--- src/hw/rtl/vid_pkg.sv ---
// Vector instruction decoder package: opcodes, command and result types,
// queue depths and fixed-point constants. No dependencies.
`timescale 1ns / 1ps

package vid_pkg;

  localparam int FRAC_BITS_DEF = 17;

  localparam int WORD_W   = 16;
  localparam int COORD_W  = 48;
  localparam int MAG_W    = 11;
  localparam int SHIFT_W  = 5;
  localparam int INT_W    = 5;
  localparam int ROT_W    = 16;
  localparam int ROT_FRAC = 14;
  localparam int PROD_W   = 27;
  localparam int SUM_W    = 28;
  localparam int WIDE_W   = 62;

  localparam int CMD_DEPTH = 4;
  localparam int OUT_DEPTH = 4;
  localparam int OUT_CNT_W = $clog2(OUT_DEPTH + 1);

  localparam int CFG_IDX_W = 1;

  localparam logic [CFG_IDX_W-1:0] REG_ROT_COS = 1'd0;
  localparam logic [CFG_IDX_W-1:0] REG_ROT_SIN = 1'd1;

  localparam logic signed [ROT_W-1:0] ROT_COS_RST = 16'sd16384;
  localparam logic signed [ROT_W-1:0] ROT_SIN_RST = 16'sd0;

  localparam logic [WIDE_W-1:0] ROUND_HALF = WIDE_W'(1) << (ROT_FRAC - 1);

  localparam logic [3:0] OP_LONG_MAX = 4'd9;
  localparam logic [3:0] OP_LOAD     = 4'd10;
  localparam logic [3:0] OP_RETURN   = 4'd13;
  localparam logic [3:0] OP_SHORT    = 4'd15;

  localparam int LONG_BIAS  = 9;
  localparam int SHORT_BIAS = 7;

  localparam logic [INT_W-1:0] BRIGHTEN_ADD = 5'd2;

  typedef enum logic [1:0] {
    KIND_VECTOR  = 2'd0,
    KIND_RETURN  = 2'd1,
    KIND_INVALID = 2'd2
  } kind_e;

  typedef enum logic [1:0] {
    CMD_VECTOR,
    CMD_RETURN,
    CMD_INVALID,
    CMD_LOAD
  } cmd_e;

  typedef enum logic [1:0] {
    HELD_NONE = 2'd0,
    HELD_LONG = 2'd1,
    HELD_LOAD = 2'd2
  } held_e;

  typedef struct packed {
    cmd_e                     kind;
    logic signed [MAG_W-1:0]  dx;
    logic signed [MAG_W-1:0]  dy;
    logic [SHIFT_W-1:0]       shamt;
    logic [INT_W-1:0]         intensity;
  } cmd_t;

  typedef struct packed {
    kind_e                     kind;
    logic signed [COORD_W-1:0] start_x;
    logic signed [COORD_W-1:0] start_y;
    logic signed [COORD_W-1:0] move_x;
    logic signed [COORD_W-1:0] move_y;
    logic [INT_W-1:0]          intensity;
  } res_t;

  function automatic logic signed [MAG_W-1:0] sign_mag(logic neg, logic [MAG_W-2:0] mag);
    logic signed [MAG_W-1:0] v;
    v = $signed({1'b0, mag});
    return neg ? -v : v;
  endfunction

endpackage

--- src/hw/rtl/vid_fifo.sv ---
// Small register queue with simultaneous push and pop, used between the
// decoder parts. Depends on nothing but its type parameter.
`timescale 1ns / 1ps

module vid_fifo #(
  parameter type entry_t = logic,
  parameter int  DEPTH   = 4
) (
  input  logic                       clk_i,
  input  logic                       rst_ni,
  input  logic                       push_i,
  input  entry_t                     data_i,
  input  logic                       pop_i,
  output entry_t                     data_o,
  output logic                       full_o,
  output logic                       empty_o,
  output logic [$clog2(DEPTH+1)-1:0] count_o
);

  localparam int PTR_W = $clog2(DEPTH);
  localparam int CNT_W = $clog2(DEPTH + 1);

  entry_t             mem_q [DEPTH];
  logic [PTR_W-1:0]   wr_ptr_q, rd_ptr_q;
  logic [CNT_W-1:0]   count_q;
  logic               wr_en, rd_en;

  assign full_o  = (count_q == CNT_W'(DEPTH));
  assign empty_o = (count_q == '0);
  assign count_o = count_q;
  assign data_o  = mem_q[rd_ptr_q];
  assign wr_en   = push_i && !full_o;
  assign rd_en   = pop_i && !empty_o;

  function automatic logic [PTR_W-1:0] next_ptr(logic [PTR_W-1:0] p);
    return (p == PTR_W'(DEPTH - 1)) ? '0 : p + PTR_W'(1);
  endfunction

  always_ff @(posedge clk_i or negedge rst_ni) begin
    if (!rst_ni) begin
      wr_ptr_q <= '0;
      rd_ptr_q <= '0;
      count_q  <= '0;
    end else begin
      if (wr_en) wr_ptr_q <= next_ptr(wr_ptr_q);
      if (rd_en) rd_ptr_q <= next_ptr(rd_ptr_q);
      if (wr_en && !rd_en) count_q <= count_q + CNT_W'(1);
      else if (rd_en && !wr_en) count_q <= count_q - CNT_W'(1);
    end
  end

  always_ff @(posedge clk_i) begin
    if (wr_en) mem_q[wr_ptr_q] <= data_i;
  end

endmodule

--- src/hw/rtl/vid_front.sv ---
// Front end: takes program words, pairs two-word instructions, tracks the
// global scale and emits decoded commands. Depends on vid_pkg.
`timescale 1ns / 1ps

module vid_front
  import vid_pkg::*;
#(
  parameter int FRAC_BITS = FRAC_BITS_DEF
) (
  input  logic              clk_i,
  input  logic              rst_ni,
  input  logic              accept_i,
  input  logic [WORD_W-1:0] word_i,
  input  logic              brighten_i,
  output logic              cmd_push_o,
  output cmd_t              cmd_o
);

  logic [WORD_W-1:0] held_word_q, held_word_d;
  held_e             held_kind_q, held_kind_d;
  logic [3:0]        scale_q, scale_d;
  logic              cmd_gen;

  always_comb begin
    logic [3:0] op;
    logic [3:0] held_op;
    int         sh_long;
    int         sh_short;
    op       = word_i[15:12];
    held_op  = held_word_q[15:12];
    sh_long  = FRAC_BITS - LONG_BIAS + int'(held_op) + int'($signed(scale_q));
    sh_short = FRAC_BITS - SHORT_BIAS + int'({word_i[3], word_i[11]})
               + int'($signed(scale_q));

    held_word_d   = held_word_q;
    held_kind_d   = held_kind_q;
    scale_d       = scale_q;
    cmd_gen       = 1'b0;
    cmd_o.kind      = CMD_INVALID;
    cmd_o.dx        = '0;
    cmd_o.dy        = '0;
    cmd_o.shamt     = '0;
    cmd_o.intensity = '0;

    unique case (held_kind_q)
      HELD_LONG: begin
        cmd_gen         = 1'b1;
        cmd_o.kind      = CMD_VECTOR;
        cmd_o.dx        = sign_mag(word_i[10], word_i[9:0]);
        cmd_o.dy        = sign_mag(held_word_q[10], held_word_q[9:0]);
        cmd_o.shamt     = SHIFT_W'(sh_long);
        cmd_o.intensity = {1'b0, op};
        held_kind_d     = HELD_NONE;
      end
      HELD_LOAD: begin
        cmd_gen     = 1'b1;
        cmd_o.kind  = CMD_LOAD;
        cmd_o.dx    = sign_mag(word_i[10], word_i[9:0]);
        cmd_o.dy    = sign_mag(held_word_q[10], held_word_q[9:0]);
        scale_d     = op;
        held_kind_d = HELD_NONE;
      end
      HELD_NONE: begin
        unique case (op) inside
          [4'd0:OP_LONG_MAX]: begin
            held_word_d = word_i;
            held_kind_d = HELD_LONG;
          end
          OP_LOAD: begin
            held_word_d = word_i;
            held_kind_d = HELD_LOAD;
          end
          OP_RETURN: begin
            cmd_gen    = 1'b1;
            cmd_o.kind = CMD_RETURN;
          end
          OP_SHORT: begin
            cmd_gen         = 1'b1;
            cmd_o.kind      = CMD_VECTOR;
            cmd_o.dx        = sign_mag(word_i[2], {word_i[1:0], 8'd0});
            cmd_o.dy        = sign_mag(word_i[10], {word_i[9:8], 8'd0});
            cmd_o.shamt     = SHIFT_W'(sh_short);
            cmd_o.intensity = {1'b0, word_i[7:4]} + (brighten_i ? BRIGHTEN_ADD : '0);
          end
          default: begin
            cmd_gen    = 1'b1;
            cmd_o.kind = CMD_INVALID;
          end
        endcase
      end
      default: begin
        held_kind_d = HELD_NONE;
      end
    endcase
  end

  assign cmd_push_o = accept_i && cmd_gen;

  always_ff @(posedge clk_i or negedge rst_ni) begin
    if (!rst_ni) begin
      held_word_q <= '0;
      held_kind_q <= HELD_NONE;
      scale_q     <= '0;
    end else if (accept_i) begin
      held_word_q <= held_word_d;
      held_kind_q <= held_kind_d;
      scale_q     <= scale_d;
    end
  end

endmodule

--- src/hw/rtl/vid_back.sv ---
// Back end: rotation multiply stage, then scaling, rounding and beam
// accumulation into results. Holds the rotation registers. Depends on vid_pkg.
`timescale 1ns / 1ps

module vid_back
  import vid_pkg::*;
#(
  parameter int FRAC_BITS = FRAC_BITS_DEF
) (
  input  logic                 clk_i,
  input  logic                 rst_ni,
  input  logic                 cfg_valid_i,
  input  logic [CFG_IDX_W-1:0] cfg_index_i,
  input  logic [ROT_W-1:0]     cfg_data_i,
  input  cmd_t                 cmd_i,
  input  logic                 cmd_empty_i,
  output logic                 cmd_pop_o,
  input  logic [OUT_CNT_W-1:0] out_count_i,
  output logic                 res_push_o,
  output res_t                 res_o
);

  logic signed [ROT_W-1:0]   rot_cos_q, rot_sin_q;

  logic                      a_valid_q;
  cmd_e                      a_kind_q;
  logic signed [SUM_W-1:0]   a_rx_q, a_ry_q;
  logic signed [MAG_W-1:0]   a_dx_q, a_dy_q;
  logic [SHIFT_W-1:0]        a_shamt_q;
  logic [INT_W-1:0]          a_int_q;

  logic signed [COORD_W-1:0] beam_x_q, beam_x_d, beam_y_q, beam_y_d;

  logic signed [PROD_W-1:0]  p_xc, p_ys, p_xs, p_yc;
  logic signed [SUM_W-1:0]   rx, ry;
  logic                      a_res;
  logic [OUT_CNT_W:0]        used;
  logic [WIDE_W-1:0]         wide_x, wide_y;
  logic [COORD_W-1:0]        move_x, move_y;

  // Config writes
  always_ff @(posedge clk_i or negedge rst_ni) begin
    if (!rst_ni) begin
      rot_cos_q <= ROT_COS_RST;
      rot_sin_q <= ROT_SIN_RST;
    end else if (cfg_valid_i) begin
      case (cfg_index_i)
        REG_ROT_COS: rot_cos_q <= $signed(cfg_data_i);
        REG_ROT_SIN: rot_sin_q <= $signed(cfg_data_i);
        default: ;
      endcase
    end
  end

  // Issue only when the result queue has room for everything in flight
  assign a_res     = a_valid_q && (a_kind_q != CMD_LOAD);
  assign used      = {1'b0, out_count_i} + (OUT_CNT_W+1)'(a_res);
  assign cmd_pop_o = !cmd_empty_i && (used < (OUT_CNT_W+1)'(OUT_DEPTH));

  // Stage A: rotation products
  assign p_xc = cmd_i.dx * rot_cos_q;
  assign p_ys = cmd_i.dy * rot_sin_q;
  assign p_xs = cmd_i.dx * rot_sin_q;
  assign p_yc = cmd_i.dy * rot_cos_q;
  assign rx   = SUM_W'(p_xc) - SUM_W'(p_ys);
  assign ry   = SUM_W'(p_xs) + SUM_W'(p_yc);

  always_ff @(posedge clk_i or negedge rst_ni) begin
    if (!rst_ni) begin
      a_valid_q <= 1'b0;
    end else begin
      a_valid_q <= cmd_pop_o;
    end
  end

  always_ff @(posedge clk_i) begin
    if (cmd_pop_o) begin
      a_kind_q  <= cmd_i.kind;
      a_rx_q    <= rx;
      a_ry_q    <= ry;
      a_dx_q    <= cmd_i.dx;
      a_dy_q    <= cmd_i.dy;
      a_shamt_q <= cmd_i.shamt;
      a_int_q   <= cmd_i.intensity;
    end
  end

  // Stage B: scale, round half up, accumulate
  assign wide_x = (WIDE_W'(a_rx_q) << a_shamt_q) + ROUND_HALF;
  assign wide_y = (WIDE_W'(a_ry_q) << a_shamt_q) + ROUND_HALF;
  assign move_x = wide_x[ROT_FRAC +: COORD_W];
  assign move_y = wide_y[ROT_FRAC +: COORD_W];

  always_comb begin
    beam_x_d          = beam_x_q;
    beam_y_d          = beam_y_q;
    res_o.kind        = KIND_VECTOR;
    res_o.start_x     = beam_x_q;
    res_o.start_y     = beam_y_q;
    res_o.move_x      = '0;
    res_o.move_y      = '0;
    res_o.intensity   = '0;
    case (a_kind_q)
      CMD_VECTOR: begin
        res_o.move_x    = $signed(move_x);
        res_o.move_y    = $signed(move_y);
        res_o.intensity = a_int_q;
        beam_x_d        = beam_x_q + $signed(move_x);
        beam_y_d        = beam_y_q + $signed(move_y);
      end
      CMD_RETURN:  res_o.kind = KIND_RETURN;
      CMD_INVALID: res_o.kind = KIND_INVALID;
      CMD_LOAD: begin
        beam_x_d = COORD_W'(a_dx_q) <<< FRAC_BITS;
        beam_y_d = COORD_W'(a_dy_q) <<< FRAC_BITS;
      end
      default: ;
    endcase
  end

  assign res_push_o = a_res;

  always_ff @(posedge clk_i or negedge rst_ni) begin
    if (!rst_ni) begin
      beam_x_q <= '0;
      beam_y_q <= '0;
    end else if (a_valid_q) begin
      beam_x_q <= beam_x_d;
      beam_y_q <= beam_y_d;
    end
  end

endmodule

--- src/hw/rtl/vector_instruction_decoder.sv ---
// Vector instruction decoder top level: front end, command queue, back end
// and result queue. Depends on vid_pkg, vid_fifo, vid_front, vid_back.
//
//   channel   handshake                  payload
//   input     push / full                word_i, brighten_i
//   result    empty / pop                kind_o, start_x_o, start_y_o, move_x_o,
//                                        move_y_o, intensity_o
//   config    cfg_valid_i / cfg_ready_o  cfg_index_i, cfg_data_i
//
// One program word per cycle while full is low. A result reaches the ports once
// the completing word has passed the command queue, the multiply stage, then
// rounding and beam update. A four-entry command queue decouples the front from
// the back, a four-entry result queue absorbs pop stalls, and full rises when
// the command queue fills. Reset restores rotation 1.0 and zero beam and scale.
`timescale 1ns / 1ps

module vector_instruction_decoder
  import vid_pkg::*;
#(
  parameter int FRAC_BITS = FRAC_BITS_DEF
) (
  input  logic                      clk_i,
  input  logic                      rst_ni,
  input  logic                      push,
  output logic                      full,
  input  logic [WORD_W-1:0]         word_i,
  input  logic                      brighten_i,
  output logic                      empty,
  input  logic                      pop,
  output logic [1:0]                kind_o,
  output logic signed [COORD_W-1:0] start_x_o,
  output logic signed [COORD_W-1:0] start_y_o,
  output logic signed [COORD_W-1:0] move_x_o,
  output logic signed [COORD_W-1:0] move_y_o,
  output logic [INT_W-1:0]          intensity_o,
  input  logic                      cfg_valid_i,
  output logic                      cfg_ready_o,
  input  logic [CFG_IDX_W-1:0]      cfg_index_i,
  input  logic [ROT_W-1:0]          cfg_data_i
);

  logic                          accept;
  logic                          cmd_push, cmd_pop, cmd_empty;
  cmd_t                          cmd_in, cmd_out;
  logic [$clog2(CMD_DEPTH+1)-1:0] cmd_count;
  logic                          res_push, res_full;
  res_t                          res_in, res_out;
  logic [OUT_CNT_W-1:0]          res_count;

  assign accept      = push && !full;
  assign cfg_ready_o = 1'b1;

  vid_front #(
    .FRAC_BITS (FRAC_BITS)
  ) u_front (
    .clk_i      (clk_i),
    .rst_ni     (rst_ni),
    .accept_i   (accept),
    .word_i     (word_i),
    .brighten_i (brighten_i),
    .cmd_push_o (cmd_push),
    .cmd_o      (cmd_in)
  );

  vid_fifo #(
    .entry_t (cmd_t),
    .DEPTH   (CMD_DEPTH)
  ) u_cmd_fifo (
    .clk_i   (clk_i),
    .rst_ni  (rst_ni),
    .push_i  (cmd_push),
    .data_i  (cmd_in),
    .pop_i   (cmd_pop),
    .data_o  (cmd_out),
    .full_o  (full),
    .empty_o (cmd_empty),
    .count_o (cmd_count)
  );

  vid_back #(
    .FRAC_BITS (FRAC_BITS)
  ) u_back (
    .clk_i       (clk_i),
    .rst_ni      (rst_ni),
    .cfg_valid_i (cfg_valid_i),
    .cfg_index_i (cfg_index_i),
    .cfg_data_i  (cfg_data_i),
    .cmd_i       (cmd_out),
    .cmd_empty_i (cmd_empty || (cmd_count == '0)),
    .cmd_pop_o   (cmd_pop),
    .out_count_i (res_count),
    .res_push_o  (res_push),
    .res_o       (res_in)
  );

  vid_fifo #(
    .entry_t (res_t),
    .DEPTH   (OUT_DEPTH)
  ) u_res_fifo (
    .clk_i   (clk_i),
    .rst_ni  (rst_ni),
    .push_i  (res_push),
    .data_i  (res_in),
    .pop_i   (pop),
    .data_o  (res_out),
    .full_o  (res_full),
    .empty_o (empty),
    .count_o (res_count)
  );

  assign kind_o      = res_out.kind;
  assign start_x_o   = res_out.start_x;
  assign start_y_o   = res_out.start_y;
  assign move_x_o    = res_out.move_x;
  assign move_y_o    = res_out.move_y;
  assign intensity_o = res_full ? res_out.intensity : res_out.intensity;

endmodule

--- config.mk ---
export PLATFORM = sky130hd
export DESIGN_NAME = vector_instruction_decoder
export DESIGN_NICKNAME = d
export VERILOG_FILES = /design/src/hw/rtl/vid_pkg.sv /design/src/hw/rtl/vid_fifo.sv /design/src/hw/rtl/vid_front.sv /design/src/hw/rtl/vid_back.sv /design/src/hw/rtl/vector_instruction_decoder.sv
export SDC_FILE = /design/constraint.sdc
export NUM_CORES = 2
export LEC_CHECK = 0
export BUFFER_PORTS_ARGS = -buffer_cell sky130_fd_sc_hd__buf_4
export CAP_MARGIN = 20
export CORE_MARGIN = 3
export CORE_UTILIZATION = 40
export CTS_BUF_LIST = sky130_fd_sc_hd__clkbuf_16
export DETAILED_ROUTE_END_ITERATION = 12
export HOLD_SLACK_MARGIN = 0.08
export PLACE_DENSITY = 0.65
export SLEW_MARGIN = 10
export SYNTH_ARGS = -nofsm -noshare
export SYNTH_HDL_FRONTEND = slang
export SYNTH_SLANG_ARGS = --single-unit
--- constraint.sdc ---
create_clock -name clk_i -period 8.5 [get_ports clk_i]
set_input_delay 1.7 -clock clk_i [delete_from_list [all_inputs] [get_ports clk_i]]
set_output_delay 1.7 -clock clk_i [all_outputs]
set_load 0.01 [all_outputs]
Yosys cells after proc, flatten, opt, wreduce, memory -nomap -nowiden
Memories as Yosys holds them, arrays and structs flattened.
Cells that the tools add are included.
W data, S select, Z words.
- bits of input ports: 39
- RAM bits: 932
- memories: 2
- register bits: 255
- memory list (name ; depth ; bits a word ; read ports ; clocked after memory_dff ; write ports ; line ; text):
    u_res_fifo.mem_q ; 4 ; 199 ; 1 ; 0 ; 1 ; vid_fifo.sv:23 ; entry_t mem_q [DEPTH];
    u_cmd_fifo.mem_q ; 4 ; 34 ; 1 ; 0 ; 1 ; vid_fifo.sv:23 ;
- add/sub/neg operators: 24
- reduce and logical (&&, ||, !) cells: 36
- multiply operators: 4
- muxes and demuxes: 29
- bitwise gates (word level): 1
- equality and inequality tests: 16
- magnitude comparators: 3
- shifts and indexed selects: 2
- operators with widths (operator ; number):
    $pmux W48 S2 ; 2
    $add A62 B14 Y62 const B ; 2
    $shl A62 B5 Y62 ; 2
    $mul A11 B16 Y27 ; 4
    $mux W101 ; 1
    $add A48 B48 Y48 ; 2
    $pmux W24 S3 ; 1
    $mux W11 ; 4
    $neg A10 Y11 ; 4
    $mux W32 ; 1
    $add A27 B27 Y28 ; 1
    $sub A27 B27 Y28 ; 1
    $pmux W10 S2 ; 1
    $eq A2 B2 Y1 const B ; 7
    $logic_and A1 B1 Y1 ; 13
    $eq A4 B4 Y1 const B ; 3
    $mux W2 ; 6
    $mux W3 ; 4
    $pmux W2 S2 ; 3
    $add A5 B4 Y5 ; 2
    $reduce_and A2 Y1 ; 5
    $add A2 B1 Y2 const B ; 4
    $logic_not A1 Y1 ; 8
    $add A3 B1 Y3 const B ; 2
    other kinds (20) ; 32

Logic depth before layout (Yosys ltp)
- word-level depth: 11
- depth in mapped cells: 32

Cells and area by module
From an unflattened synthesis, not the netlist that was laid out.
- cells, all modules: 6426
- area total of the unflattened synthesis: 82417.8 um^2
- by module, submodules not included (module ; cells each ; instances ; area each (um^2) ; sequential area each (um^2)):
    vid_back ; 4925 ; 1 ; 45720.1 ; 5931.9
    vid_fifo (u_res_fifo) ; 1077 ; 1 ; 29361.9 ; 24078.1
    vid_fifo (u_cmd_fifo) ; 215 ; 1 ; 5392.7 ; 4259.1
    vid_front ; 204 ; 1 ; 1914.3 ; 525.5
    vector_instruction_decoder ; 5 ; 1 ; 28.8 ; 0.0

Worst setup path before layout
No wires, ideal clock.
- path type: flip-flop to flip-flop
- start point: register u_back.a_kind_q[0]
- end point: register u_cmd_fifo.count_q[1], in the netlist u_cmd_fifo.count_o[1]
- required time: 8.375 ns
- path slack: -0.254 ns
- period minus slack after synthesis: 8.754 ns
- arrival time: 8.629 ns
- library setup time: 0.125 ns
- stages on the path, launching flop included: 11
- path buffers: 1
- cells stage by stage: edfxtp_1 ha_1 clkbuf_1 nand2b_1 nor2_1 nor3_1 inv_1 ha_1 inv_1 fa_1 mux2_2
- longest elaborated chain between the ends: 9
- ends and longest elaborated chain (element ; line ; text):
    from (decl) ; vid_back.sv:26 ; cmd_e a_kind_q;
    from (signal assigned) ; vid_back.sv:78 ; a_kind_q <= cmd_i.kind;
    $ne A2 B2 Y1 * ; vid_back.sv:56 ; assign a_res = a_valid_q && (a_kind_q != CMD_LOAD);
    $logic_and A1 B1 Y1 * ; vid_back.sv:56 ;
    $add A3 B1 Y4 * ; vid_back.sv:57 ; assign used = {1'b0, out_count_i} + (OUT_CNT_W+1)'(a_res);
    $lt A4 B3 Y1 * ; vid_back.sv:58 ; assign cmd_pop_o = !cmd_empty_i && (used < (OUT_CNT_W+1)'(OUT_DEPTH));
    $logic_and A1 B1 Y1 * ; vid_back.sv:58 ;
    via cmd_pop ; vector_instruction_decoder.sv:43 ; logic cmd_push, cmd_pop, cmd_empty;
    $logic_and A1 B1 Y1 * ; vid_fifo.sv:33 ; assign rd_en = pop_i && !empty_o;
    $logic_not A1 Y1 ; vid_fifo.sv:47 ; if (wr_en && !rd_en) count_q <= count_q + CNT_W'(1);
    $logic_and A1 B1 Y1 ; vid_fifo.sv:47 ;
    $mux W3 / $reduce_bool A2 Y1 (equally long branches) ; -- ;
    to (signal assigned) ; vid_fifo.sv:47 ;
    to (signal assigned) ; vid_fifo.sv:48 ; else if (rd_en && !wr_en) count_q <= count_q - CNT_W'(1);
    to (decl) ; vid_fifo.sv:25 ; logic [CNT_W-1:0] count_q;
Mark *: on every way through the listed nets, which the timed path passes. The rest lies on a longest branch.
A chain may end at the register's enable or synchronous reset.

Worst setup path in the final report
- start point: register u_cmd_fifo.rd_ptr_q[0]
- end point: register u_back.a_ry_q[24] (data pin)
- longest elaborated chain between the ends: 3
- ends and longest elaborated chain (element ; line ; text):
    from (decl) ; vid_fifo.sv:24 ; logic [PTR_W-1:0] wr_ptr_q, rd_ptr_q;
    from (signal assigned) ; vid_fifo.sv:46 ; if (rd_en) rd_ptr_q <= next_ptr(rd_ptr_q);
    $mem_v2 Z4 W34 * ; -- ;
    $mul A11 B16 Y27, on equally long branches ; vid_back.sv:63, vid_back.sv:64 ;
    $add A27 B27 Y28 * ; vid_back.sv:66 ; assign ry = SUM_W'(p_xs) + SUM_W'(p_yc);
    via u_back.ry[24] ; vid_back.sv:35 ; logic signed [SUM_W-1:0] rx, ry;
    to (signal assigned) ; vid_back.sv:80 ; a_ry_q <= ry;
    to (decl) ; vid_back.sv:27 ; logic signed [SUM_W-1:0] a_rx_q, a_ry_q;
Marked as above.

==> flow_summary.rst <==
.. list-table::
   :header-rows: 1

   * - Metric
     - Value
   * - Post-synth ARST share
     - between 10% and 20%
   * - Post-layout nets
     - between 7k and 8k
   * - RSZ-0062 raised after global routing
     - false
   * - Number of clock sinks
     - 1186
   * - Wire length of the first global-routing pass
     - between 300 and 400 mm
   * - Total setup violations reported at the end of the flow
     - 0
   * - Mapped Nets
     - 7746
   * - Remaining DRCs
     - 0
   * - Synth Cell Area
     - around 83000 um2
   * - Starting Density
     - 40.4%
   * - Post-DP HPWL
     - 175 mm
   * - Register-to-Register Setup Slack
     - roughly 0.36 ns
   * - Clock slew at reported path FFs
     - 0.06 ns
   * - Number of primary I/O pins
     - between 200 and 250
   * - Port-buffer cells
     - 239
   * - Endpoint of the worst register-to-register path
     - u_back.a_ry_q[24]
   * - Max-cap violation count
     - 0
   * - Kind of critical path
     - flip-flop to flip-flop
   * - Peak fanout along the critical path
     - 18
   * - Ys Warns
     - 0
   * - 1st-iter DRT viols
     - 4309
   * - Total global routing track utilization
     - 21.8%
   * - Outcome
     - finished, final reports clean
   * - Max-slew headroom
     - 14.6%
   * - Avg Synthesized Cell Area
     - 12.6 um2
   * - Chip Height
     - between 400 and 500 um
   * - End point of the most critical hold path
     - u_cmd_fifo.count_o[2]
   * - Signal arrival time at the worst endpoint
     - 8.67 ns
   * - Max Root-Sink Buffers
     - 3
   * - Total Wirelength
     - 230 mm
   * - Final critical-path share of the clock period
     - approximately 96%
   * - Area overhead of the layout relative to synthesis
     - 11.3%
   * - Pin count of the biggest net entering global routing
     - ~120
   * - Later-pin clock latency in the skew report
     - 0.80 ns
   * - Sequential fraction of the synthesis area
     - 41.8%
   * - Htree depth
     - 4
   * - Depth of the worst register-to-register path
     - 25
   * - Number of fill cells
     - 18.5k
   * - Required time at the worst-slack endpoint
     - 9.03 ns
   * - Post-synthesis cell count
     - 6621
   * - Cts bufs inserted
     - 131
   * - Maximum clock frequency
     - 123 MHz
   * - Most common flop cell mapped by yosys
     - sky130_fd_sc_hd__edfxtp_1
   * - Global placement routability congestion
     - 0.986
   * - Number of library cell types mapped by synthesis
     - 118
   * - CTS Root Cell
     - sky130_fd_sc_hd__clkbuf_16
   * - Clock tree from TritonCTS
     - yes
   * - Die Outline Area
     - 213000 um2
   * - Average via count per standard cell
     - around 5.4
   * - Sort of element at the start of the critical path
     - flip-flop
   * - Final critical delay including setup and external delays
     - 8.14 ns
   * - Worst hold-check path type
     - flip-flop to flip-flop
   * - Aggregate negative setup slack
     - 0 ns
   * - Post-synthesis register bit count
     - 1186
   * - Post-synth EDFFs
     - 1022
   * - WL per Instance
     - 23.9 um
   * - Post-CTS Hold Buffers
     - 0
   * - Number of slew-limit violations in the final report
     - 0
   * - Routed vias
     - between 50k and 60k
   * - Slew of the pin with the lowest slew margin
     - between 1 and 1.5 ns
   * - Standard cell core area
     - 206000 um2
   * - Startpoint of the most critical hold path
     - u_cmd_fifo.count_o[2]
   * - Crit path capture type
     - flip-flop
   * - Post-route ant nets
     - 0
   * - Vias in the first global route
     - 54.5k
   * - Aggregate global routing overflow
     - 0
   * - Proportion of layout cells with a drive suffix above 1
     - 15.3%
   * - Count of final hold-check violations
     - 0
   * - Worst Clk Skew
     - 0.0508 ns
   * - Rows
     - between 150 and 200
   * - Reg2reg start
     - u_cmd_fifo.rd_ptr_q[0]
   * - Antenna violations before repair
     - 4
   * - Number of cells traversed by the worst hold path
     - 1
   * - Length of the first detailed-routing pass in iterations
     - 6
   * - Width of the die
     - 462 um
-- logic make-up (layout without fill, tap and decap cells) --
family | count (synthesis) | after routing | synth area share, %
muxes | 487 | 487 | 10.7
other | 1 | 5 | 0.00451
adders and majority gates | 1086 | 1086 | 23.2
and+or+nand+nor | 1622 | 1622 | 9.49
xor gates and xnor gates | 226 | 226 | 2.41
AOI/OAI and AO/OA | 785 | 785 | 6.30
DFF | 1186 | 1186 | 41.8
buffers and inverters | 1228 | 1549 | 6.06
-- routing by layer --
layer | up-vias | GRT usage (%) | part of all wire, %
met1 | 27000 | 29.3 | 42
met3 | 366 | 3.59 | 6.1
met5 | - | 0 | 0.012
met4 | 4 | 9.37 | 4.7
met2 | 1805 | 34.9 | 47
li1 | 23200 | - | -
-- cell type report --
class	instances	area, um2	area share (%)
multi-input cells	4207	43400	46.9
flip-flops and latches	1186	34800	37.6
repair buffers	422	3370	3.64
well taps	2688	3360	3.63
inverters	887	3330	3.60
clock buffers	133	3330	3.60
clock inverters	107	946	1.02
diodes	4	10.0	0.0108
-- Yosys cell counts (22+ instances only) --
library cell / n / area share [%]
sky130_fd_sc_hd__nand2b_1: 27 / 0.20
sky130_fd_sc_hd__a31oi_1: 28 / 0.21
sky130_fd_sc_hd__dfrtp_1: 163 / 4.9
sky130_fd_sc_hd__o21bai_1: 28 / 0.25
sky130_fd_sc_hd__a21oi_1: 181 / 1.1
sky130_fd_sc_hd__xor2_1: 81 / 0.85
sky130_fd_sc_hd__o211ai_1: 34 / 0.31
sky130_fd_sc_hd__o21ai_0: 161 / 0.97
sky130_fd_sc_hd__or2_2: 22 / 0.17
sky130_fd_sc_hd__a21o_1: 84 / 0.76
sky130_fd_sc_hd__ha_1: 330 / 5.0
sky130_fd_sc_hd__inv_1: 884 / 4.0
sky130_fd_sc_hd__mux4_2: 257 / 7.0
sky130_fd_sc_hd__xnor2_1: 143 / 1.5
sky130_fd_sc_hd__nor3_1: 51 / 0.31
sky130_fd_sc_hd__edfxtp_1: 1022 / 37
sky130_fd_sc_hd__and2_1: 406 / 3.1
sky130_fd_sc_hd__mux4_1: 43 / 1.4
sky130_fd_sc_hd__buf_1: 40 / 0.18
sky130_fd_sc_hd__mux2_2: 105 / 1.4
sky130_fd_sc_hd__a211oi_1: 30 / 0.27
sky130_fd_sc_hd__o21a_1: 27 / 0.24
sky130_fd_sc_hd__fa_1: 756 / 18
sky130_fd_sc_hd__clkbuf_1: 242 / 1.1
sky130_fd_sc_hd__nor2b_1: 28 / 0.21
sky130_fd_sc_hd__nand2_1: 567 / 2.6
sky130_fd_sc_hd__mux2i_1: 82 / 0.99
sky130_fd_sc_hd__and3_1: 26 / 0.20
sky130_fd_sc_hd__nand3_1: 53 / 0.32
sky130_fd_sc_hd__nor2_1: 343 / 1.5
-- worst max-delay path: stages (launching register included) --
cell,delay (ns)
sky130_fd_sc_hd__dfrtp_4,0.55
sky130_fd_sc_hd__buf_4,0.16
sky130_fd_sc_hd__mux4_2,0.75
sky130_fd_sc_hd__buf_4,0.31
sky130_fd_sc_hd__and2_1,0.19
sky130_fd_sc_hd__fa_1,0.50
sky130_fd_sc_hd__fa_1,0.51
sky130_fd_sc_hd__inv_1,0.05
sky130_fd_sc_hd__fa_1,0.47
sky130_fd_sc_hd__inv_1,0.05
sky130_fd_sc_hd__fa_1,0.48
sky130_fd_sc_hd__fa_1,0.51
sky130_fd_sc_hd__fa_1,0.51
sky130_fd_sc_hd__inv_1,0.06
sky130_fd_sc_hd__fa_1,0.49
sky130_fd_sc_hd__inv_1,0.05
sky130_fd_sc_hd__ha_1,0.35
sky130_fd_sc_hd__nand3_1,0.10
sky130_fd_sc_hd__nand2_1,0.05
sky130_fd_sc_hd__a41o_1,0.22
sky130_fd_sc_hd__o41a_1,0.37
sky130_fd_sc_hd__a211o_1,0.30
sky130_fd_sc_hd__a211o_1,0.37
sky130_fd_sc_hd__a21o_1,0.20
sky130_fd_sc_hd__a21oi_1,0.18
sky130_fd_sc_hd__xnor2_1,0.09
-- flip-flops by register name, indices dropped and copies added (netlist names), 11 cells and up --
register	count
u_back.rot_cos_q	16
u_front.held_word_q	15
u_back.rot_sin_q	16
u_back.beam_x_q	48
u_back.a_dx_q	11
u_res_fifo.mem_q	796
u_back.a_ry_q	28
u_back.a_dy_q	11
u_back.a_rx_q	28
u_back.beam_y_q	48
u_cmd_fifo.mem_q	136
-- repair_timing --
action | in CTS | in global routing
setup endpoints to repair | 0 | 7
resized for setup | 0 | 4
hold endpoints to repair | 0 | 0
setup buffers | 0 | 4
-- metrics by stage --
stage	worst slack [ns]	hold WS (ns)	cells	cell area [um2]	utilization, %
finish	0.364	0.488	9634	92600	45.0
global route	0.00639	0.500	9630	92500	45.0
CTS	0.273	0.490	9624	92500	45.0
detailed placement	0.252	0.483	9384	88200	42.9
global placement	0.278	0.473	9383	88200	42.9
floorplan	0.159	0.456	6621	83200	-
-- how the worst max path moves through the flow --
stage	start	to	slack, ns	cells past startpoint
CTS	u_cmd_fifo.rd_ptr_q[0]	u_back.a_rx_q[26]	0.27	26
global route	u_cmd_fifo.rd_ptr_q[0]	u_back.a_ry_q[27]	0.006	26
detailed placement	u_cmd_fifo.rd_ptr_q[0]	u_back.a_rx_q[26]	0.25	26
floorplan	u_cmd_fifo.rd_ptr_q[0]	u_back.a_rx_q[26]	0.16	28
global placement	u_cmd_fifo.rd_ptr_q[0]	u_back.a_rx_q[26]	0.28	26
finish	u_cmd_fifo.rd_ptr_q[0]	u_back.a_ry_q[24]	0.36	25
-- layout by cell type, fill, tap and decap left out, types with 34 or more instances in the layout --
cell type,n
sky130_fd_sc_hd__fa_1,756
sky130_fd_sc_hd__o211ai_1,34
sky130_fd_sc_hd__clkbuf_16,133
sky130_fd_sc_hd__mux2i_1,82
sky130_fd_sc_hd__nand2_1,567
sky130_fd_sc_hd__mux2_2,105
sky130_fd_sc_hd__dfrtp_1,160
sky130_fd_sc_hd__nor2_1,343
sky130_fd_sc_hd__nand3_1,53
sky130_fd_sc_hd__ha_1,328
sky130_fd_sc_hd__and2_1,402
sky130_fd_sc_hd__o21ai_0,160
sky130_fd_sc_hd__a21o_1,84
sky130_fd_sc_hd__edfxtp_1,1022
sky130_fd_sc_hd__inv_1,905
sky130_fd_sc_hd__xor2_1,81
sky130_fd_sc_hd__buf_4,405
sky130_fd_sc_hd__a21oi_1,181
sky130_fd_sc_hd__mux4_1,43
sky130_fd_sc_hd__mux4_2,257
sky130_fd_sc_hd__xnor2_1,143
sky130_fd_sc_hd__nor3_1,50
Power is left out: the tool's default activity adds up to more than one toggle a clock period on the data nets, which glitch-free logic cannot reach.
